<file path="config.mk">
export PLATFORM = sky130hd
export DESIGN_NAME = radix_number_to_ascii
export DESIGN_NICKNAME = d
export VERILOG_FILES = /design/src/rtl/rnta_pkg.sv /design/src/rtl/radix_number_to_ascii.sv /design/src/rtl/rnta_div_step.sv
export SDC_FILE = /design/constraint.sdc
export NUM_CORES = 1
export LEC_CHECK = 0
export ABC_AREA = 0
export BUFFER_PORTS_ARGS = -buffer_cell sky130_fd_sc_hd__buf_2
export CAP_MARGIN = 0
export CORE_MARGIN = 2
export CORE_UTILIZATION = 56
export CTS_BUF_LIST = sky130_fd_sc_hd__clkbuf_4 sky130_fd_sc_hd__clkbuf_8
export DETAILED_ROUTE_END_ITERATION = 12
export GPL_TIMING_DRIVEN = 0
export PLACE_DENSITY_LB_ADDON = 0.2
export SLEW_MARGIN = 5
export SYNTH_ARGS = -nofsm -noshare
export SYNTH_HDL_FRONTEND = slang
export SYNTH_SLANG_ARGS = --single-unit
</file>
<file path="constraint.sdc">
create_clock -name i_clk -period 11.91 [get_ports i_clk]
set_input_delay 0.5955 -clock i_clk [delete_from_list [all_inputs] [get_ports i_clk]]
set_output_delay 0.5955 -clock i_clk [all_outputs]
set_load 0.005 [all_outputs]
</file>
<file path="src/rtl/rnta_pkg.sv">
// shared types, constants and the digit character function of the radix converter
`timescale 1ns / 1ps
package rnta_pkg;

    // width of the converted value, 8 to 64
    localparam int VALUE_WIDTH = 64;

    // dividend bits consumed by the divider in one cycle
    localparam int DIV_STEPS  = 8;
    localparam int NUM_CHUNKS = (VALUE_WIDTH + DIV_STEPS - 1) / DIV_STEPS;
    localparam int QUOT_W     = NUM_CHUNKS * DIV_STEPS;
    localparam int CHUNK_W    = (NUM_CHUNKS > 1) ? $clog2(NUM_CHUNKS) : 1;
    localparam int IDX_W      = $clog2(VALUE_WIDTH);

    localparam logic [4:0] BASE_MIN = 5'd2;
    localparam logic [4:0] BASE_MAX = 5'd16;

    localparam int FLAG_UNSIGNED = 0;
    localparam int FLAG_LOWER    = 1;

    localparam logic [6:0] CHAR_ZERO    = 7'h30;
    localparam logic [6:0] CHAR_UPPER_A = 7'h41;
    localparam logic [6:0] CHAR_LOWER_A = 7'h61;
    localparam logic [3:0] DIGIT_TEN    = 4'd10;

    typedef struct packed {
        logic signed [63:0] value;
        logic [4:0]         base;
        logic [1:0]         format_flags;
    } t_in_req;

    typedef struct packed {
        logic [6:0] digit_char;
        logic       negative;
        logic       last;
    } t_out_req;

    typedef enum logic [1:0] {
        ST_IDLE,
        ST_DIV,
        ST_READ,
        ST_SEND
    } t_state;

    function automatic logic [6:0] digit_to_char(input logic [3:0] d, input logic lower);
        if (d < DIGIT_TEN) begin
            return CHAR_ZERO + 7'(d);
        end else begin
            return (lower ? CHAR_LOWER_A : CHAR_UPPER_A) + 7'(d - DIGIT_TEN);
        end
    endfunction

endpackage

</file>
<file path="src/rtl/radix_number_to_ascii.sv">
// top level of the radix converter: sequencer, quotient register, digit store, output
// Converts one value per request into ASCII digits of base 2..16, most significant first,
// with the sign reported as a flag on every digit. Each digit is divided out by the shared
// divider, which takes 8 dividend bits per cycle, and written to the digit store; once the
// quotient is zero the digits are read back (ST_READ) and presented (ST_SEND) one by one,
// each held in ST_SEND until the sink is ready. A full binary value gives up to 64 digits.
// o_ready is high only between items.
`timescale 1ns / 1ps
module radix_number_to_ascii (
    input  logic               i_clk,
    input  logic               i_rst_n,
    input  logic               i_valid,
    output logic               o_ready,
    input  rnta_pkg::t_in_req  i_data,
    output logic               o_valid,
    input  logic               i_ready,
    output rnta_pkg::t_out_req o_data
);
    import rnta_pkg::*;

    t_state              r_state, n_state;
    logic [QUOT_W-1:0]   r_quot, n_quot;
    logic [3:0]          r_rem, n_rem;
    logic [CHUNK_W-1:0]  r_chunk, n_chunk;
    logic [IDX_W-1:0]    r_cnt, n_cnt;
    logic [IDX_W-1:0]    r_idx, n_idx;
    logic [4:0]          r_base, n_base;
    logic                r_sign, n_sign;
    logic                r_case, n_case;
    logic [3:0]          r_rd;

    logic [3:0]          mem [VALUE_WIDTH];
    logic                mem_we;

    logic [VALUE_WIDTH-1:0] in_v;
    logic [VALUE_WIDTH-1:0] in_mag;
    logic                   in_neg;
    logic [4:0]             in_base;

    logic [3:0]           step_rem;
    logic [DIV_STEPS-1:0] step_quot;

    assign in_v   = i_data.value[VALUE_WIDTH-1:0];
    assign in_neg = !i_data.format_flags[FLAG_UNSIGNED] && in_v[VALUE_WIDTH-1];
    // most negative value negates to itself, which reads correctly as unsigned
    assign in_mag = in_neg ? (~in_v) + VALUE_WIDTH'(1) : in_v;
    assign in_base = (i_data.base < BASE_MIN) ? BASE_MIN :
                     (i_data.base > BASE_MAX) ? BASE_MAX : i_data.base;

    rnta_div_step u_div (
        .i_rem  (r_rem),
        .i_bits (r_quot[QUOT_W-1 -: DIV_STEPS]),
        .i_base (r_base),
        .o_rem  (step_rem),
        .o_quot (step_quot)
    );

    always_ff @(posedge i_clk) begin
        if (!i_rst_n) begin
            r_state <= ST_IDLE;
            r_chunk <= '0;
            r_cnt   <= '0;
        end else begin
            r_state <= n_state;
            r_chunk <= n_chunk;
            r_cnt   <= n_cnt;
        end
    end

    always_ff @(posedge i_clk) begin
        r_quot <= n_quot;
        r_rem  <= n_rem;
        r_idx  <= n_idx;
        r_base <= n_base;
        r_sign <= n_sign;
        r_case <= n_case;
    end

    always_ff @(posedge i_clk) begin
        if (mem_we) begin
            mem[r_cnt] <= step_rem;
        end
        if (r_state == ST_READ) begin
            r_rd <= mem[r_idx];
        end
    end

    always_comb begin
        n_state = r_state;
        n_quot  = r_quot;
        n_rem   = r_rem;
        n_chunk = r_chunk;
        n_cnt   = r_cnt;
        n_idx   = r_idx;
        n_base  = r_base;
        n_sign  = r_sign;
        n_case  = r_case;
        mem_we  = 1'b0;
        case (r_state)
            ST_IDLE: begin
                if (i_valid) begin
                    n_quot  = QUOT_W'(in_mag);
                    n_rem   = '0;
                    n_chunk = '0;
                    n_cnt   = '0;
                    n_base  = in_base;
                    n_sign  = in_neg;
                    n_case  = i_data.format_flags[FLAG_LOWER];
                    n_state = ST_DIV;
                end
            end
            ST_DIV: begin
                // quotient bits shift in at the bottom as dividend bits leave the top
                n_rem   = step_rem;
                n_quot  = QUOT_W'(r_quot << DIV_STEPS) | QUOT_W'(step_quot);
                n_chunk = CHUNK_W'(r_chunk + 1'b1);
                if (r_chunk == CHUNK_W'(NUM_CHUNKS - 1)) begin
                    mem_we  = 1'b1;
                    n_cnt   = IDX_W'(r_cnt + 1'b1);
                    n_chunk = '0;
                    n_rem   = '0;
                    if (n_quot == '0) begin
                        n_idx   = r_cnt;
                        n_state = ST_READ;
                    end
                end
            end
            ST_READ: begin
                n_state = ST_SEND;
            end
            ST_SEND: begin
                if (i_ready) begin
                    if (r_idx == '0) begin
                        n_state = ST_IDLE;
                    end else begin
                        n_idx   = IDX_W'(r_idx - 1'b1);
                        n_state = ST_READ;
                    end
                end
            end
            default: begin
                n_state = ST_IDLE;
            end
        endcase
    end

    assign o_ready           = (r_state == ST_IDLE);
    assign o_valid           = (r_state == ST_SEND);
    assign o_data.digit_char = digit_to_char(r_rd, r_case);
    assign o_data.negative   = r_sign;
    assign o_data.last       = (r_idx == '0);

`ifndef SYNTH
    a_rem_below_base: assert property (@(posedge i_clk) disable iff (!i_rst_n)
        (r_state == ST_DIV) |-> ({1'b0, r_rem} < r_base))
        else $error("divider remainder not below base");

    a_last_ends_run: assert property (@(posedge i_clk) disable iff (!i_rst_n)
        (o_valid && i_ready && o_data.last) |=> (r_state == ST_IDLE))
        else $error("run did not end after last digit");

    a_more_digits: assert property (@(posedge i_clk) disable iff (!i_rst_n)
        (o_valid && i_ready && !o_data.last) |=> (r_state == ST_READ))
        else $error("digit run cut short");

    a_read_then_send: assert property (@(posedge i_clk) disable iff (!i_rst_n)
        (r_state == ST_READ) |=> (r_state == ST_SEND && $stable(r_idx)))
        else $error("store read not followed by output");
`endif

endmodule

</file>
<file path="src/rtl/rnta_div_step.sv">
// restoring divider slice: DIV_STEPS dividend bits against a small base per cycle
`timescale 1ns / 1ps
module rnta_div_step (
    input  logic [3:0]                   i_rem,
    input  logic [rnta_pkg::DIV_STEPS-1:0] i_bits,
    input  logic [4:0]                   i_base,
    output logic [3:0]                   o_rem,
    output logic [rnta_pkg::DIV_STEPS-1:0] o_quot
);
    import rnta_pkg::*;

    always_comb begin
        logic [3:0] rem;
        logic [4:0] trial;
        rem    = i_rem;
        trial  = '0;
        o_quot = '0;
        // remainder stays below the base, so it always fits in four bits
        for (int i = DIV_STEPS - 1; i >= 0; i--) begin
            trial = {rem, i_bits[i]};
            if (trial >= i_base) begin
                rem       = 4'(trial - i_base);
                o_quot[i] = 1'b1;
            end else begin
                rem = trial[3:0];
            end
        end
        o_rem = rem;
    end

endmodule
</file>
After elaboration in Yosys (flattened, before gate mapping)
Memory sizes are Yosys's and may differ from the RTL's. A register that Yosys moved wholly into a read port is not among the register bits.
Index checks and enable logic that the tools add are counted.
- output and inout bits: 11
- memories: 1
- input bits: 75
- register bits after elaboration: 92
- RAM bits: 256
- memories (memory ; depth ; bits a word ; read ports ; clocked after Yosys merged registers in ; wr ports ; line ; source):
    mem ; 64 ; 4 ; 1 ; 1 ; 1 ; radix_number_to_ascii.sv:32 ; logic [3:0] mem [VALUE_WIDTH];
- reduce and logical (&&, ||, !) cells: 13
- bitwise operators: 2
- eq/ne operators: 9
- muxes and demuxes: 46
- magnitude comparators: 11
- $add $sub $neg: 15
- operators with widths (kind ; number):
    $mux W64 ; 2
    $pmux W64 S2 ; 1
    $add A64 B1 Y64 const B ; 1
    $logic_not A64 Y1 ; 1
    $not A64 Y64 ; 1
    $or A64 B8 Y64 ; 1
    $mux W6 ; 7
    $ge A5 B5 Y1 ; 8
    $mux W4 ; 10
    $sub A4 B4 Y4 ; 8
    $pmux W6 S2 ; 2
    $mux W1 ; 12
    $mux W2 ; 5
    $ne A2 B2 Y1 const B ; 4
    $pmux W2 S4 ; 1
    $pmux W4 S2 ; 1
    $add A6 B4 Y7 const A ; 1
    $add A7 B7 Y7 ; 1
    $mux W7 ; 1
    $add A6 B1 Y6 const B ; 1
    $logic_not A6 Y1 ; 1
    $mux W3 ; 2
    $pmux W3 S2 ; 1
    $sub A6 B1 Y6 const B ; 1
    other kinds (19) ; 22

Depth between registers and ports, before layout
- word-level depth: 21
- gate-level depth with buffers: 54
- depth with buffers taken out: 51

By module
From an unflattened synthesis, not the netlist that was laid out.
- cells, all modules: 1375
- area, all modules: 17844.6 µm²
- by module, submodules not included (module ; sequential area each (µm²) ; cells each ; area an instance (µm²) ; times used):
    radix_number_to_ascii ; 10460.0 ; 1162 ; 16092.9 ; 1
    rnta_div_step ; 0.0 ; 213 ; 1751.7 ; 1

Worst setup path after synthesis
Ideal clock, no wire load.
- kind: flip-flop to flip-flop
- from: reg r_base[1]
- to: mem mem[0][2], data pin
- setup slack: -0.356 ns
- buffers on the path: 3
- required time: 11.362 ns
- arrival: 11.718 ns
- cell stages (with the launch flop): 46
- setup time: 0.548 ns
- cells stage by stage: edfxtp_1 > inv_1 > ha_1 > a31oi_1 > o21ai_1 > mux2_2 > ha_1 > a21o_1 > a31oi_1 > o21ai_1 > mux2_2 > ha_1 > nand2_1 > o21ai_0 > clkbuf_1 > mux2_2 > ha_1 > nand2_1 > [... 10 more ...] > a31oi_1 > o21ai_0 > clkbuf_1 > nand2_1 > o21a_1 > ha_1 > a21o_1 > a31oi_1 > o21ai_0 > clkbuf_1 > o21ai_0 > inv_1 > ha_1 > a21o_1 > a31oi_1 > o21a_1 > nor2_1 > a21oi_1
- word-level cells in the longest chain between the ends: 16
- elaborated cells on any way between the ends: 24
- those cells by class: add/sub (8); order compare (8); mux (8)
- RTL lines (element ; line ; source):
    from (decl) ; radix_number_to_ascii.sv:27 ; logic [4:0] r_base, n_base;
    from (signal assigned) ; radix_number_to_ascii.sv:74 ; r_base <= n_base;
    $sub A4 B4 Y4 or $ge A5 B5 Y1 (tied branches) ; rnta_div_step.sv:22, rnta_div_step.sv:21 ;
    $mux W4 ; rnta_div_step.sv:21 ; if (trial >= i_base) begin
    $sub A4 B4 Y4 or $ge A5 B5 Y1 (tied branches) ; rnta_div_step.sv:22, rnta_div_step.sv:21 ;
    $mux W4 ; rnta_div_step.sv:21 ;
    $sub A4 B4 Y4 or $ge A5 B5 Y1 (tied branches) ; rnta_div_step.sv:22, rnta_div_step.sv:21 ;
    $mux W4 ; rnta_div_step.sv:21 ;
    $ge A5 B5 Y1 or $sub A4 B4 Y4 (tied branches) ; rnta_div_step.sv:21, rnta_div_step.sv:22 ;
    $mux W4 ; rnta_div_step.sv:21 ;
    $sub A4 B4 Y4 or $ge A5 B5 Y1 (tied branches) ; rnta_div_step.sv:22, rnta_div_step.sv:21 ;
    $mux W4 ; rnta_div_step.sv:21 ;
    $sub A4 B4 Y4 or $ge A5 B5 Y1 (tied branches) ; rnta_div_step.sv:22, rnta_div_step.sv:21 ;
    $mux W4 ; rnta_div_step.sv:21 ;
    $ge A5 B5 Y1 or $sub A4 B4 Y4 (tied branches) ; rnta_div_step.sv:21, rnta_div_step.sv:22 ;
    $mux W4 ; rnta_div_step.sv:21 ;
    $sub A4 B4 Y4 or $ge A5 B5 Y1 (tied branches) ; rnta_div_step.sv:22, rnta_div_step.sv:21 ;
    $mux W4 (*) ; rnta_div_step.sv:21 ;
    via step_rem[2] ; radix_number_to_ascii.sv:40 ; logic [3:0] step_rem;
    to (decl) ; radix_number_to_ascii.sv:32 ;
The timed path passes the listed nets; every way through them passes the cells marked *.

Worst setup path in the final report
- from: reg r_base[2]
- to: reg r_idx[2] (enable)
- word-level cells in the longest chain between the ends: 20
- elaborated cells on any way between the ends: 34
- those cells by class: add/sub (7); order compare (8); eq/ne (1); mux (15); bitwise (1); reduce/logical (2)
- RTL lines (element ; line ; source):
    $sub A4 B4 Y4 or $ge A5 B5 Y1 (tied branches) ; rnta_div_step.sv:22, rnta_div_step.sv:21 ;
    $mux W4 ; rnta_div_step.sv:21 ;
    $sub A4 B4 Y4 or $ge A5 B5 Y1 (tied branches) ; rnta_div_step.sv:22, rnta_div_step.sv:21 ;
    $mux W4 ; rnta_div_step.sv:21 ;
    $ge A5 B5 Y1 or $sub A4 B4 Y4 (tied branches) ; rnta_div_step.sv:21, rnta_div_step.sv:22 ;
    $mux W4 ; rnta_div_step.sv:21 ;
    $sub A4 B4 Y4 or $ge A5 B5 Y1 (tied branches) ; rnta_div_step.sv:22, rnta_div_step.sv:21 ;
    $mux W4 ; rnta_div_step.sv:21 ;
    [... 4 more ...] ; -- ;
    $ge A5 B5 Y1 or $sub A4 B4 Y4 (tied branches) ; rnta_div_step.sv:21, rnta_div_step.sv:22 ;
    $mux W4 ; rnta_div_step.sv:21 ;
    $ge A5 B5 Y1 ; rnta_div_step.sv:21 ;
    $mux W1 ; rnta_div_step.sv:21 ;
    $or A64 B8 Y64 (*) ; radix_number_to_ascii.sv:115 ; n_quot = QUOT_W'(r_quot << DIV_STEPS) | QUOT_W'(step_quot);
    $logic_not A64 Y1 (*) ; radix_number_to_ascii.sv:122 ; if (n_quot == '0) begin
    $ne A2 B2 Y1 (no line) (*) ; -- ;
    $reduce_and A5 Y1 (no line) (*) ; -- ;
    to (signal assigned) ; radix_number_to_ascii.sv:73 ; r_idx <= n_idx;
    to (decl) ; radix_number_to_ascii.sv:26 ; logic [IDX_W-1:0] r_idx, n_idx;
Mark *: on every way between the ends. The rest lies on a longest branch, timed or not.
A chain may end at the register's enable or synchronous reset.

==> out/qor.csv <==
metric;value;unit
share of cells above drive strength 1;0.201;
Core Util, Final;0.651;
first-pass GRT wire length;67.6;mm
cell mode on critical path;ha_1;
Hold Crit Depth;1;
top cell type's share of synthesized area;0.581;
slowest CP cell;or4_1;
CTS tree;yes;
Compound-Gate Fraction of Synth Area;0.0883;
Buffers on Ports;85;
Root Driver;clkbuf_8;
# DRC;0;
Rows;64;
Final Slew Violations;0;
dpl hpwl;30.4;mm
Synth top cells by count;341 x edfxtp_1, 135 x nor2_1, 111 x nand2_1;
CTS clock-pin slew for the worst setup and hold paths;0.06;ns
YS warnings;0;
Final setup viols;0;
CTS HTree Levels;2;
average cell area after synthesis;13.1;sq um
crit start category;flop;
synth unique cells;61;
largest family of logic cells by synthesized area;multiplexers;
Synth-to-Final Area Change;13.9;%
Critical Path RT;12.15;ns
adder-cell share of the synthesized area;0.0460;
initial antenna violation count;2;
Core Box Area;30800;sq um
Initial DRT Pass Iterations;6;
gr usage total;0.269;
CP max FO;10;
most common cell in the netlist;edfxtp_1;
DRT Wirelength;43.6;mm
Max stage delay on crit path;0.49;ns
reg2reg path depth;49;
Least-Margin Pin Slew;1.15;ns
critical path endpoint category;flop;
post-synthesis mux area share;0.103;
ys async rst share;0;
io pins;86;
drt initial violations;1258;
number of synthesized flops with an enable pin;341;
worst r2r src;r_base[2]$_SDFFCE_PP0P_;
Seq/Total Area, Yosys;0.593;
# Max-Cap Violations;0;
CP Data Arrival Time;11.45;ns
Fin Clk Skew;0.0439;ns
worst skew pair latency;0.61;ns
final-stage net count;1652;
ys flop type;edfxtp_1;
Yosys top cell by area;edfxtp_1;
total congestion overflow;0;
Fmax achieved;89.3;MHz
placed inst area;18700;sq um
CTS sink cnt;352;
hold worst-path end;r_case$_DFFE_PP_;
CP startpoint;r_base[2]$_SDFFCE_PP0P_;
Hold Vio Cnt, Final;0;
hold path startpoint;i_data[1];
vias per std cell;6.20;
Initial Utilization;0.572;
Die Span Y;181;microns
post-synthesis register bit count;352;
FF-to-FF End;r_idx[2]$_DFFE_PP_;
synthesized instance count;1349;
antenna-violating nets left;0;
clock tree buffer depth;3;
Via Count;12200;
Min-Delay Path Class;input pin to flop;
period utilization;0.941;
critical path class;flop to flop;
Synthesized Nets;1484;
normalized max-slew margin;0.232;
vias in the first global route;11900;
mapped cell area;17600;sq um
fin area;20100;sq um
post-route minimum period;11.20;ns
Routed WL per cell;22.2;microns
chip width;181;microns
Synth Area in XOR/XNOR;0.0452;
outcome;finished, final reports clean;
RePlAce Congestion;0.905;
Post-Synth Simple-Gate Area;0.100;
TritonCTS buffer count;56;
largest net degree at the start of global routing;69;
DIE AREA;32900;sq um
reg2reg setup slack;0.71;ns
Area contributors post-synth;edfxtp_1 58%, mux4_2 7.7%, ha_1 3.7%, nor2_1 2.9%, xnor2_1 2.7%;
[routing by layer]
metal | track usage | vias up | wire length [microns]
met1 | 0.393 | 5998 | 18400
met3 | 0.0471 | 84 | 3940
met4 | 0.0758 | 0 | 932
met5 | 0 | - | 0
met2 | 0.419 | 615 | 20300
li1 | - | 5476 | -
[cells in the final DEF, fill, tap and decap left out, drive strengths merged, types with 5 or more instances in the layout]
master | Yosys | routed
nor4 | 25 | 25
nand3 | 17 | 17
buf | 20 | 131
nor2b | 10 | 10
o21ai | 76 | 76
dfxtp | 11 | 11
and2 | 9 | 9
ha | 52 | 52
mux2 | 10 | 10
clkinv | 0 | 30
a21oi | 78 | 78
nand2 | 111 | 111
mux4 | 60 | 60
o41ai | 5 | 5
a21o | 15 | 15
nor2 | 135 | 135
or3 | 13 | 13
o31ai | 13 | 13
mux2i | 35 | 35
o22ai | 11 | 11
o21a | 5 | 5
xnor2 | 55 | 55
o31a | 5 | 5
fa | 8 | 8
a22oi | 7 | 7
or4 | 9 | 9
clkbuf | 44 | 114
nand4 | 6 | 6
xor2 | 36 | 36
edfxtp | 341 | 341
a31oi | 19 | 19
nor3 | 13 | 13
nand2b | 12 | 12
and3 | 6 | 6
inv | 42 | 42
[sequential cells by signal (all words and copies together), names as in the netlist]
name / cells
r_cnt: 6
r_rem: 4
r_sign: 1
r_base: 5
mem: 256
r_state: 2
r_rd: 4
r_quot: 64
r_chunk: 3
r_idx: 6
r_case: 1
[worst max-delay path: cells and delay by family, from the launching register on]
| family | cells | cell delay (ns) |
|---|---|---|
| buffers and inverters | 5 | 0.86 |
| muxes | 2 | 0.73 |
| adders and majority gates | 8 | 2.65 |
| AOI/OAI and AO/OA | 28 | 4.82 |
| and+or+nand+nor | 6 | 1.42 |
| DFF | 1 | 0.38 |
[how the worst max path moves through the flow]
stage          slack, ns  cells after the start              endpoint
3_5_place_dp       -2.83                     48    r_idx[3]$_DFFE_PP_
6_report            0.71                     49    r_idx[2]$_DFFE_PP_
3_3_place_gp       -4.51                     46  mem[46][2]$_DFFE_PP_
4_1_cts             0.09                     50    r_idx[2]$_DFFE_PP_
5_1_grt            -0.03                     51    r_idx[2]$_DFFE_PP_
2_1_floorplan      -0.36                     45   mem[0][2]$_DFFE_PP_
[repair_timing]
item	in CTS	in global routing
setup buffers	4	16
hold buffers	0	0
gates resized for setup	22	15
setup endpoints to repair	269	269
pin swaps	2	4
[kinds of logic (layout without fill, tap and decap cells)]
kind of cell,count (synthesis),count (layout)
buf+inv,106,322
xor+xnor,91,91
compound gates,254,254
flops,352,352
mux,105,105
fa+ha+maj,60,60
simple gates,381,381
other cells,0,1
[metrics by stage]
step	cells	TNS [ns]	worst slack (ns)	hold slack (ns)
2_1_floorplan	1349	-22.80	-0.356	0.459
3_3_place_gp	1830	-833.25	-4.51	0.466
3_5_place_dp	1835	-621.92	-2.83	0.509
4_1_cts	1945	0	0.0908	0.175
5_1_grt	1962	-0.353	-0.0257	0.186
6_report	1962	0	0.707	0.208
[final cells by class]
| class | count | area, sq um |
|---|---|---|
| Antenna cell | 1 | 2.50 |
| Buffer | 64 | 269 |
| Clock buffer | 71 | 883 |
| Clock inverter | 35 | 199 |
| Fill cell | 2310 | 10800 |
| Inverter | 42 | 165 |
| Multi-Input combinational cell | 891 | 6900 |
| Sequential cell | 352 | 10500 |
| Tap cell | 396 | 495 |
| Timing Repair Buffer | 110 | 706 |
Power is left out: the tool's default activity adds up to more than one toggle a clock period on the data nets, which glitch-free logic cannot reach.
